**src/rtl/dsb_pkg.sv**
```systemverilog
// dsb_pkg: widths, types, register indexes and reset values for the
// delay-and-sum beamformer core. No dependencies.
package dsb_pkg;

    localparam int NCH          = 4;
    localparam int DELAY_DEPTH  = 16;
    localparam int SAMPLE_BITS  = 16;
    localparam int BEAM_BITS    = SAMPLE_BITS + 2;
    localparam int DELAY_BITS   = 4;
    localparam int ADDR_W       = (DELAY_DEPTH > 1) ? $clog2(DELAY_DEPTH) : 1;
    localparam int CMP_W        = ((ADDR_W > DELAY_BITS) ? ADDR_W : DELAY_BITS) + 1;
    localparam int CFG_IDX_W    = 3;
    localparam int CFG_DATA_W   = DELAY_BITS;

    typedef logic signed [SAMPLE_BITS-1:0] t_sample;
    typedef logic signed [BEAM_BITS-1:0]   t_beam;
    typedef logic [ADDR_W-1:0]             t_addr;
    typedef logic [DELAY_BITS-1:0]         t_delay;

    // configuration register indexes
    typedef enum logic [CFG_IDX_W-1:0] {
        REG_DELAY_CH1 = 3'd0,
        REG_DELAY_CH2 = 3'd1,
        REG_DELAY_CH3 = 3'd2,
        REG_DELAY_CH4 = 3'd3,
        REG_SUM_MODE  = 3'd4
    } t_reg_idx;

    localparam t_delay DELAY_CH1_RST = 4'd0;
    localparam t_delay DELAY_CH2_RST = 4'd1;
    localparam t_delay DELAY_CH3_RST = 4'd3;
    localparam t_delay DELAY_CH4_RST = 4'd4;

endpackage

```
**src/rtl/delay_and_sum_beamformer_core.sv**
```systemverilog
// delay_and_sum_beamformer_core: four-microphone delay-and-sum beamformer
// with one circular delay memory per microphone. Depends on dsb_pkg.
//
// One frame (four signed samples) is taken per word on the input channel and
// one beam word comes out per frame. Each microphone runs through its own
// delay memory; the per-channel delay (0..15 frames, clamped to the memory
// depth minus one) picks which stored frame joins the sum, and a delay of zero
// uses the incoming sample itself. After reset the lines read as zero until
// written, tracked by a write pointer and a wrap flag, so no clearing pass is
// needed. The four aligned samples are added; in average mode the sum is
// shifted right arithmetically by two (rounds toward minus infinity), in sum
// mode the raw 18-bit sum is output. A new frame is accepted every cycle while
// the input is not stalled; a frame's beam word passes through the read stage
// (the synchronous memory read) and then the adder into the output register.
// Stall on the output backs up through the read stage, so up to two words sit
// inside the block before the input is stalled. Configuration writes take
// effect at once and are meant to be made while the block is idle.
module delay_and_sum_beamformer_core
    import dsb_pkg::*;
(
    input  logic                  i_clk,
    input  logic                  i_rst_n,

    // configuration write port
    input  logic                  i_cfg_we,
    input  logic [CFG_IDX_W-1:0]  i_cfg_idx,
    input  logic [CFG_DATA_W-1:0] i_cfg_data,

    // input frame channel
    input  logic                  i_in_valid,
    output logic                  o_in_stall,
    input  logic signed [SAMPLE_BITS-1:0] i_mic1_sample,
    input  logic signed [SAMPLE_BITS-1:0] i_mic2_sample,
    input  logic signed [SAMPLE_BITS-1:0] i_mic3_sample,
    input  logic signed [SAMPLE_BITS-1:0] i_mic4_sample,

    // beam output channel
    output logic                  o_out_valid,
    input  logic                  i_out_stall,
    output logic signed [BEAM_BITS-1:0] o_beam_sample
);

    // configuration registers
    t_delay r_delay [NCH];
    logic   r_sum_mode;

    // shared write pointer and wrap flag (fill tracking for the zero reset)
    t_addr  r_wr_pos;
    logic   r_full;

    // read stage: memory data plus what is needed to pick the sample
    logic    r_s1_valid;
    t_sample r_rd_data [NCH];
    t_sample r_s1_in   [NCH];
    logic    r_s1_zero [NCH];
    logic    r_s1_hit  [NCH];

    // output register
    logic    r_out_valid;
    t_beam   r_out_beam;

    t_sample in_sample [NCH];
    t_addr   rd_addr   [NCH];
    logic    rd_hit    [NCH];
    logic    d_zero    [NCH];
    logic    s1_adv;
    logic    in_acc;
    t_beam   beam_sum;
    t_beam   n_out_beam;

    assign in_sample[0] = i_mic1_sample;
    assign in_sample[1] = i_mic2_sample;
    assign in_sample[2] = i_mic3_sample;
    assign in_sample[3] = i_mic4_sample;

    // handshake: the read stage moves on when the output register is free
    // or being taken; the input stalls only when the read stage cannot move
    assign s1_adv     = !r_out_valid || !i_out_stall;
    assign o_in_stall = r_s1_valid && !s1_adv;
    assign in_acc     = i_in_valid && !o_in_stall;

    // configuration writes, unknown indexes ignored
    always_ff @(posedge i_clk) begin
        if (!i_rst_n) begin
            r_delay[0] <= DELAY_CH1_RST;
            r_delay[1] <= DELAY_CH2_RST;
            r_delay[2] <= DELAY_CH3_RST;
            r_delay[3] <= DELAY_CH4_RST;
            r_sum_mode <= 1'b0;
        end else if (i_cfg_we) begin
            unique case (i_cfg_idx)
                REG_DELAY_CH1: r_delay[0] <= i_cfg_data[DELAY_BITS-1:0];
                REG_DELAY_CH2: r_delay[1] <= i_cfg_data[DELAY_BITS-1:0];
                REG_DELAY_CH3: r_delay[2] <= i_cfg_data[DELAY_BITS-1:0];
                REG_DELAY_CH4: r_delay[3] <= i_cfg_data[DELAY_BITS-1:0];
                REG_SUM_MODE:  r_sum_mode <= i_cfg_data[0];
                default: ;
            endcase
        end
    end

    // read address per channel: write pointer minus clamped delay, modulo depth
    always_comb begin
        logic [CMP_W-1:0] d_ext;
        logic [CMP_W-1:0] pos_ext;
        logic [CMP_W-1:0] rd_ext;
        for (int c = 0; c < NCH; c++) begin
            d_ext   = CMP_W'(r_delay[c]);
            if (d_ext > CMP_W'(DELAY_DEPTH - 1)) begin
                d_ext = CMP_W'(DELAY_DEPTH - 1);
            end
            pos_ext = CMP_W'(r_wr_pos);
            if (pos_ext >= d_ext) begin
                rd_ext = pos_ext - d_ext;
            end else begin
                rd_ext = pos_ext + CMP_W'(DELAY_DEPTH) - d_ext;
            end
            rd_addr[c] = rd_ext[ADDR_W-1:0];
            d_zero[c]  = (d_ext == '0);
            // entries not yet written since reset read as zero
            rd_hit[c]  = r_full || (rd_addr[c] < r_wr_pos);
        end
    end

    // write pointer advances once per accepted frame
    always_ff @(posedge i_clk) begin
        if (!i_rst_n) begin
            r_wr_pos <= '0;
            r_full   <= 1'b0;
        end else if (in_acc) begin
            if (r_wr_pos == t_addr'(DELAY_DEPTH - 1)) begin
                r_wr_pos <= '0;
                r_full   <= 1'b1;
            end else begin
                r_wr_pos <= r_wr_pos + t_addr'(1);
            end
        end
    end

    // one delay memory per microphone: write at the pointer, read at the
    // delayed address; the read never hits the entry written in the same
    // cycle since a nonzero delay is always below the depth
    for (genvar c = 0; c < NCH; c++) begin : g_line
        t_sample r_mem [DELAY_DEPTH];

        always_ff @(posedge i_clk) begin
            if (in_acc) begin
                r_mem[r_wr_pos] <= in_sample[c];
                r_rd_data[c]    <= r_mem[rd_addr[c]];
            end
        end

        // sample selection info, payload only
        always_ff @(posedge i_clk) begin
            if (in_acc) begin
                r_s1_in[c]   <= in_sample[c];
                r_s1_zero[c] <= d_zero[c];
                r_s1_hit[c]  <= rd_hit[c];
            end
        end
    end

    // read stage occupancy
    always_ff @(posedge i_clk) begin
        if (!i_rst_n) begin
            r_s1_valid <= 1'b0;
        end else if (in_acc) begin
            r_s1_valid <= 1'b1;
        end else if (s1_adv) begin
            r_s1_valid <= 1'b0;
        end
    end

    // pick each aligned sample and add the four
    always_comb begin
        t_sample pick;
        beam_sum = '0;
        for (int c = 0; c < NCH; c++) begin
            if (r_s1_zero[c]) begin
                pick = r_s1_in[c];
            end else if (r_s1_hit[c]) begin
                pick = r_rd_data[c];
            end else begin
                pick = '0;
            end
            beam_sum = beam_sum + t_beam'(pick);
        end
        if (r_sum_mode) begin
            n_out_beam = beam_sum;
        end else begin
            // average: divide by the channel count, rounding down
            n_out_beam = beam_sum >>> 2;
        end
    end

    // output register
    always_ff @(posedge i_clk) begin
        if (!i_rst_n) begin
            r_out_valid <= 1'b0;
        end else if (s1_adv) begin
            r_out_valid <= r_s1_valid;
        end
    end

    always_ff @(posedge i_clk) begin
        if (s1_adv && r_s1_valid) begin
            r_out_beam <= n_out_beam;
        end
    end

    assign o_out_valid   = r_out_valid;
    assign o_beam_sample = r_out_beam;

endmodule
```
**config.mk**
```make
export PLATFORM = sky130hd
export DESIGN_NAME = delay_and_sum_beamformer_core
export DESIGN_NICKNAME = d
export VERILOG_FILES = /design/src/rtl/dsb_pkg.sv /design/src/rtl/delay_and_sum_beamformer_core.sv
export SDC_FILE = /design/constraint.sdc
export NUM_CORES = 1
export LEC_CHECK = 0
export ABC_AREA = 1
export BUFFER_PORTS_ARGS = -buffer_cell sky130_fd_sc_hd__clkbuf_2
export CAP_MARGIN = 20
export CORE_MARGIN = 10
export CORE_UTILIZATION = 40
export DETAILED_ROUTE_END_ITERATION = 16
export GPL_TIMING_DRIVEN = 0
export PLACE_DENSITY = 0.63
export SLEW_MARGIN = 20
export SYNTH_ARGS = -nofsm -noshare
export SYNTH_HDL_FRONTEND = slang
export SYNTH_SLANG_ARGS = --single-unit
```
**constraint.sdc**
```tcl
create_clock -name i_clk -period 16.9 [get_ports i_clk]
set_input_delay 3.38 -clock i_clk [delete_from_list [all_inputs] [get_ports i_clk]]
set_output_delay 3.38 -clock i_clk [all_outputs]
set_load 0.005 [all_outputs]
```
# After elaboration in Yosys (flattened, before gate mapping)
# Memories as Yosys holds them, arrays and structs flattened.
# Index checks and enable logic that the tools add are counted.
[word_totals] wordCells=104 mem_bits_rw=1176 input_bits=76 ff_bits=26 mem_count=9
[classes] n_mux=39 n_eq_ne=5 addsub=13 bitwise=4 magnitude_cmp=8 n_reduce_logical=20
[memory_table] name="g_line[0].r_mem" words=16 width=16 rd=1 rd_ports_with_merged_regs=0 wr=1 line="delay_and_sum_beamformer_core.sv:144" text="t_sample r_mem [DELAY_DEPTH];"
[memory_table] name="g_line[1].r_mem" words=16 width=16 rd=1 rd_ports_with_merged_regs=0 wr=1 line="delay_and_sum_beamformer_core.sv:144"
[memory_table] name="g_line[2].r_mem" words=16 width=16 rd=1 rd_ports_with_merged_regs=0 wr=1 line="delay_and_sum_beamformer_core.sv:144"
[memory_table] name="g_line[3].r_mem" words=16 width=16 rd=1 rd_ports_with_merged_regs=0 wr=1 line="delay_and_sum_beamformer_core.sv:144"
[memory_table] name="r_rd_data" words=4 width=16 rd=4 rd_ports_with_merged_regs=0 wr=4 line="delay_and_sum_beamformer_core.sv:53" text="t_sample r_rd_data [NCH];"
[memory_table] name="r_s1_in" words=4 width=16 rd=4 rd_ports_with_merged_regs=0 wr=4 line="delay_and_sum_beamformer_core.sv:54" text="t_sample r_s1_in [NCH];"
[memory_table] name="3 more memories"
[op_table] cell="$mux 16" count=8
[op_table] cell="$mux 4" count=9
[op_table] cell="$sub 4x4->4" count=8
[op_table] cell="$mux 1" count=21
[op_table] cell="$add 17x16->18" count=1
[op_table] cell="$add 18x16->18" count=1
[op_table] cell="$add 16x16->17" count=1
[op_table] cell="$mux 17" count=1
[op_table] cell="$ge 4x4->1" count=4
[op_table] cell="$logic_not 4->1" count=4
[op_table] cell="$lt 4x4->1" count=4
[op_table] cell="$add 4x1->4 const B" count=2
[op_table] cell="$eq 3x2->1 const B" count=2
[op_table] cell="$logic_or 1x1->1" count=5
[op_table] cell="$eq 4x4->1 const B" count=1
[op_table] cell="$logic_not 1->1" count=4
[op_table] cell="$or 1x1->1" count=4
[op_table] cell="$reduce_and 2->1" count=2
[op_table] cell="$eq 3x1->1 const B" count=1
[op_table] cell="$eq 3x3->1 const B" count=1
[op_table] cell="$logic_and 1x1->1" count=3
[op_table] cell="$logic_not 3->1" count=1
[op_table] cell="$reduce_bool 2->1" count=1

# Logic depth before layout (Yosys ltp)
# Gate-level depths: netlist of run 1.
[depth] ltp_word=8 ltp_mapped=20 ltp_nobuf=18

# Worst setup path after synthesis of run 1
# No wires, ideal clock.
[synth_path] kind="input to register" start="input port i_out_stall" end="memory g_line[0].r_mem[10][0] in the netlist's numbering (enable)" arrival_time_ns=9.674 setup_slack_ns=6.741 path_stages=7 n_path_buf=0 setup_time_ns=0.486 cell_sequence="nand2_1 -> inv_1 -> nand2_1 -> nand2_2 -> inv_1 -> nand2_1 -> nor2_1"
[synth_via] elab_chain_cells=8
[synth_rtl] element="start: declaration" line="delay_and_sum_beamformer_core.sv:39" text="input logic i_out_stall,"
[synth_rtl] element="$logic_not 1->1" line="delay_and_sum_beamformer_core.sv:78" text="assign s1_adv = !r_out_valid || !i_out_stall;"
[synth_rtl] element="$logic_or 1x1->1" line="delay_and_sum_beamformer_core.sv:78"
[synth_rtl] element="$logic_not 1->1" line="delay_and_sum_beamformer_core.sv:79" text="assign o_in_stall = r_s1_valid && !s1_adv;"
[synth_rtl] element="$logic_and 1x1->1" line="delay_and_sum_beamformer_core.sv:79"
[synth_rtl] element="$logic_not 1->1" line="delay_and_sum_beamformer_core.sv:80" text="assign in_acc = i_in_valid && !o_in_stall;"
[synth_rtl] element="$logic_and 1x1->1" line="delay_and_sum_beamformer_core.sv:80"
[synth_rtl] element="net in_acc" line="delay_and_sum_beamformer_core.sv:67" text="logic in_acc;"
[synth_rtl] element="$mux 1" line="delay_and_sum_beamformer_core.sv:147" text="if (in_acc) begin"
[synth_rtl] element="$mux 1 (not written as such)" line="delay_and_sum_beamformer_core.sv:148" text="r_mem[r_wr_pos] <= in_sample[c];"
[synth_rtl] element="end: declaration" line="delay_and_sum_beamformer_core.sv:144"
# The timed path passes the listed nets, and every way through them passes these cells.

# Worst setup path after layout of run 1
[layout_path] start="input port i_out_stall" end="output port o_in_stall"
[layout_via] elab_chain_cells=4
[layout_rtl] element="$logic_not 1->1" line="delay_and_sum_beamformer_core.sv:78"
[layout_rtl] element="$logic_or 1x1->1" line="delay_and_sum_beamformer_core.sv:78"
[layout_rtl] element="$logic_not 1->1" line="delay_and_sum_beamformer_core.sv:79"
[layout_rtl] element="$logic_and 1x1->1" line="delay_and_sum_beamformer_core.sv:79"
[layout_rtl] element="end: declaration" line="delay_and_sum_beamformer_core.sv:31" text="output logic o_in_stall,"
# Every way passes these cells.

==> run metrics, run 1 <==
hold slack=slightly above 0.5 ns; Vias/cell=5.16; Layout area overhead=14.9%; Routed Antenna Nets=0; setup repair bufs after CTS=0; clock root buffer=clkbuf_16; status=completed; H-tree lvl count=3; Setup Skew=between 0.02 and 0.03 ns; CTS buffer count=roughly 120; GR Layer Usage met3=0.0388; Total Negative Setup Slacks=0 ns; P_leak=between 20 and 25 nW; # IOs=96; register area=~36000 sq um; clock buffer depth=3; Critical Path End Type=output pin; Worst-Margin Slew=0.835 ns; Max Cap Viol=0; CTS tree=built; Seq cells post-synth=approximately 1.2k; Max Fclk=between 100 and 150 MHz; DRT Pass-1 Iters=6; Die ar.=between 100000 and 150000 sq um; DP HPWL=just over 90000 microns; Most Used Layer, Global Route=met2; Worst Setup Path Type=input port to output pin; number of global-route vias before repair=between 30k and 40k; met2 Use GR=0.299; Worst EP required=roughly 14 ns; post-synthesis sequential area ratio=0.703; wire per inst=~21 microns; nets@finish=slightly below 5k; Worst-path clk slew=around 0.060 ns; Top FF cell, synth=edfxtp_1; FP Rows=~130; total global-route track usage=0.188; largest net degree at the start of global routing=72; fin. max-slew vios=0; I/O Buffers=94; minimum clock period=about 7.2 ns; initial antenna violation count=9; number of flops mapped to enable cells by yosys=1194; Fin. Hold Viols=0; clock latency on the worst-skew pair=slightly above 0.7 ns; PwrDens=133 nW/um^2; CTS sink cnt=between 1k and 1.5k; final WL=138000 microns; grt ovf=0; Post-Syn Instances=approximately 4.4k; Yosys cell types=33; area of the multi-input gates=around 13000 sq um; Syn Std Cell Area=51200 sq um; Core ar.=approximately 130000 sq um; Async SR Flop Fraction=0; commonest non-fill, non-tap cell in the layout=edfxtp_1; unrepaired setup endpoints after global routing=no; largest fanout on the critical path=3; global-route wire length before repair=between 200000 and 250000 microns; CTS resizes=0; RePlAce Congestion=0.942; Max VDD drop=approximately 0.089 mV; commonest non-fill, non-tap cells in the layout=1194 x edfxtp_1, 930 x nor2_1, 596 x nand2_1; number of buffers inserted by hold repair at cts=0; routed via count=roughly 33k; Slew HR=0.442; # setup viols final=0; worst min-delay path category=register to register; die width=between 300 and 400 microns; chip height=378 microns; Yosys warnings=0; Initial Util=0.402; WP data arrival=between 3 and 4 ns; Filler Cell Count=approximately 11k; met1 usage=0.259; synthesized net count=4564; Iteration-0 DRC Markers=around 3.6k; Final period util=0.429; DR DRC count=0; Post-Syn Area per Cell=11.6 sq um; layout cells sized above 1=0.109; Setup crit start kind=input port
==> sequential cells by signal, indices dropped and copies added (netlist names), 4 cells and up <==
signal,cells
g_line.r_mem,1024
r_s1_zero,4
o_beam_sample,18
r_delay,16
r_rd_data,64
r_s1_in,64
r_wr_pos,4
r_s1_hit,4
==> synth_stat cells (5+ instances only) <==
| cell type | count | share of area |
|---|---|---|
| a22o_1 | 48 | 0.0082 |
| nand3b_1 | 5 | 0.00073 |
| dfxtp_1 | 8 | 0.0031 |
| buf_2 | 72 | 0.0070 |
| buf_6 | 30 | 0.0066 |
| nand2_1 | 596 | 0.044 |
| a22oi_1 | 16 | 0.0023 |
| nand3_1 | 32 | 0.0031 |
| buf_4 | 27 | 0.0040 |
| nor3_1 | 8 | 0.00078 |
| fa_1 | 37 | 0.014 |
| clkbuf_1 | 64 | 0.0047 |
| o21ai_0 | 585 | 0.057 |
| a21oi_1 | 22 | 0.0021 |
| edfxtp_1 | 1194 | 0.70 |
| buf_1 | 12 | 0.00088 |
| nor4_1 | 5 | 0.00061 |
| o21ai_2 | 26 | 0.0044 |
| ha_1 | 49 | 0.012 |
| o21ai_1 | 168 | 0.016 |
| inv_1 | 401 | 0.029 |
| clkbuf_2 | 20 | 0.0020 |
| xnor2_1 | 7 | 0.0012 |
| nor2_1 | 946 | 0.069 |
==> power by group <==
part	switching (mW)	internal [mW]	total (mW)
clock	1.12	1.44	2.56
combinational	1.23	0.558	1.79
sequential	0.0312	3.43	3.46
==> worst max-delay path: stages <==
cell and delay (ns):
clkbuf_2 0.08, nand2_1 0.06, inv_1 0.08, nand2_1 0.10, inv_1 0.06, clkbuf_2 0.11
==> worst paths after layout <==
| check | start | endpoint | slack (ns) | cells after the start |
|---|---|---|---|---|
| setup / recovery | i_out_stall | o_in_stall | 9.65 | 6 |
| hold / removal | r_s1_valid | o_out_valid | 0.50 | 2 |
| setup reg to reg | r_s1_zero[2] | o_beam_sample[5] | 12.45 | 18 |
| hold reg to reg | r_s1_valid | o_out_valid | 0.50 | 2 |
==> routing by layer <==
layer	vias to the layer above	share of wire	wire length [microns]
li1	15541	-	-
met1	16141	0.43	59300
met5	-	0.00040	55
met4	10	0.028	3870
met2	1239	0.46	63400
met3	240	0.083	11400
==> layout make-up <==
class | count | share of cell area
antenna | 2 | 0.0000851
timing repair buffer | 148 | 0.0289
tap | 1662 | 0.0353
sequential | 1202 | 0.612
multi-input combinational | 2570 | 0.213
buffer | 225 | 0.0219
clock buffer | 152 | 0.0540
inverter | 405 | 0.0260
clock inverter | 67 | 0.00910
==> per-stage QoR <==
step	setup slack, ns	utilization	total power [mW]	cells	cell area, sq um
floorplan	6.74	-	4.65	4402	51200
global placement	2.62	0.422	5.26	6158	53800
detailed placement	9.64	0.433	5.29	6212	55100
CTS	9.64	0.462	7.82	6431	58800
global route	9.60	0.462	8.16	6431	58800
finish	9.65	0.462	7.80	6433	58800
==> cells by family after synthesis <==
logic type	after synthesis	synth area share
fa+ha+maj	86	0.0264
compound gates	869	0.0913
flops	1202	0.703
simple gates	1597	0.119
buf+inv	630	0.0548
xor+xnor	18	0.00535
(Power assumes the default switching activity.)
==> inputs of run 2 (changes only) <==
==> constraint.sdc (replaced) <==
create_clock -name i_clk -period 6.9 [get_ports i_clk]
set_input_delay 1.38 -clock i_clk [delete_from_list [all_inputs] [get_ports i_clk]]
set_output_delay 1.38 -clock i_clk [all_outputs]
set_load 0.005 [all_outputs]
==> run 2 against run 1 <==
Effect of this change:
- critical path depth rose by 12
- flip-flop and latch count did not move
- utilization grew 0.17 points
- sequential power grew 140%
- critical path type is now register to register
- critical endpoint is now o_beam_sample[7]
- largest cell class unchanged
==> run metrics, run 2 (synthesis results as in run 1) <==
CTS resizes=0 (unchanged); commonest non-fill, non-tap cells in the layout=1194 x edfxtp_1, 930 x nor2_1, 596 x nand2_1; CTS buffer count=119 (+0.85%); clock buffer depth=3 (unchanged); Crit. Startpoint=r_s1_zero[2]; final WL=138000 microns (about the same); hold_sp=o_out_valid; Layout Utilization=0.464 (+0.00171); setup repair bufs after CTS=0 (unchanged); DRT Pass-1 Iters=5 (-1); H-tree lvl count=3 (unchanged); DP HPWL=94100 microns (+1.5%); CP most frequent cell=nand2_1; chip height=378 microns (unchanged); initial antenna violation count=9 (unchanged); Largest regs=g_line.r_mem: 1024 flops, r_rd_data: 64 flops, r_s1_in: 64 flops; clock root buffer=clkbuf_16; global-route wire length before repair=202000 microns (about the same); Max Cap Viol=0 (unchanged); P_leak=22.0 nW (+0.51%); Setup Skew=0.0303 ns (+0.00418 ns); I/O Buffers=94 (unchanged); CTS tree=built; Final period util=0.646; wire per inst=21.4 microns (-0.20%); worst min-delay path category=register to register; die width=378 microns (unchanged); CTS sink cnt=1202 (unchanged); Critical Path End Type=register; Die ar.=143000 sq um (unchanged); Initial Util=0.402 (unchanged); Worst-path clk slew=0.06 ns (about the same); max reg flops=1024 (unchanged); number of buffers inserted by hold repair at cts=0 (unchanged); clock latency on the worst-skew pair=0.72 ns (about the same); minimum clock period=4.46 ns; commonest non-fill, non-tap cell in the layout=edfxtp_1; largest reg by FF count=g_line.r_mem; unrepaired setup endpoints after global routing=no; reg-to-reg critical path startpoint=r_s1_zero[2]; Vias/cell=5.16 (about the same); WP data arrival=4.91 ns (+1.04 ns); crit path cell chain=clkbuf_1, inv_1, nand2_1, inv_1, clkbuf_1, a22oi_1, fa_1, inv_1, fa_1, ha_1, fa_1, nand2_1, nand2_1, nand3_1, nand2_1, or2_2, nand3_1, nand2_1; Worst EP required=7.35 ns (-6.17 ns); largest fanout on the critical path=10 (+7); Setup crit start kind=register; status=completed; Area after DPL=55100 sq um (about the same); Final Power=19.3 mW (+150%); Routed Antenna Nets=0 (unchanged); Worst-Margin Slew=0.849 ns (+0.0136 ns); RePlAce Congestion=0.893 (-5.2%); PwrDens=327 nW/um^2 (+150%); Max VDD drop=0.215 mV (+140%); layout cells sized above 1=0.113 (+0.00440); Layout area overhead=15.3%; Iteration-0 DRC Markers=3546 (-1.0%); routed via count=33.2k (+0.22%); fin. max-slew vios=0 (unchanged); nets@finish=4836 (+0.083%); Fin. Hold Viols=0 (unchanged); Slew HR=0.434 (-0.00834); Worst Setup Path Type=register to register; Slowest-stage cell, CP=fa_1; # IOs=96 (unchanged); number of global-route vias before repair=31.9k (+0.66%); grt ovf=0 (unchanged); largest net degree at the start of global routing=35 (-51%); DR DRC count=0 (unchanged); design area=59100 sq um (+0.37%); # setup viols final=0 (unchanged); Max Fclk=224 MHz; FP Rows=131 (unchanged); total global-route track usage=0.189 (+0.000406); CP max stage delay=0.48 ns (+0.37 ns); Core ar.=127000 sq um (unchanged)
[run 2: changes by cell type in the layout (fill, tap and decap cells not counted), moves of 4 or more]
cell | previous run | this run
buf_12 | 13 | 23
buf_16 | 33 | 26
bufinv_16 | 8 | 13
clkbuf_1 | 92 | 83
clkinv_1 | 29 | 25
clkinv_2 | 19 | 30
clkinv_8 | 0 | 5
diode_2 | 2 | 6
[run 2: layout make-up]
cell class | count | area, sq um
buffer | 225 | 1290
fill | 11227 | 68300
antenna | 6 | 15.0
multi-input combinational | 2570 | 12500
clock inverter | 83 | 798
sequential | 1202 | 36000
timing repair buffer | 151 | 1720
tap | 1662 | 2080
inverter | 405 | 1520
clock buffer | 142 | 3100
[run 2: worst paths after layout]
kind	end	slack (ns)	cells after the start
worst max register to register	o_beam_sample[7]	2.44	18
worst max-delay path	o_beam_sample[7]	2.44	18
worst min register to register	o_out_valid	0.49	2
worst min-delay path	o_out_valid	0.49	2
[run 2: stage by stage]
step	std cells	hold WS, ns	setup WS (ns)	setup TNS (ns)
after global placement	6158	0.458	-4.08	-1387.08
after detailed placement	6215	0.485	2.47	0
after global routing	6440	0.516	2.19	0
after floorplan	4402	0.451	0.260	0
final	6446	0.492	2.44	0
after CTS	6440	0.494	2.48	0
[run 2: worst max-delay path, delay by kind of cell (launching register included)]
family	cells	cell delay, ns
AOI/OAI and AO/OA	1	0.30
adders and majority gates	4	1.66
buffers and inverters	5	0.99
DFF	1	0.35
and+or+nand+nor	8	0.87
[run 2: per-layer routing]
layer	wire length, microns	vias up	track usage
met5	13	-	0
met4	3340	2	0.0549
met3	12100	211	0.0330
met2	64200	1268	0.304
met1	58400	16206	0.261
li1	-	15558	-
[run 2: power breakdown]
part	internal, mW	switching (mW)	total [mW]
sequential	8.40	0.0726	8.47
clock	3.69	2.78	6.48
combinational	1.37	2.98	4.35
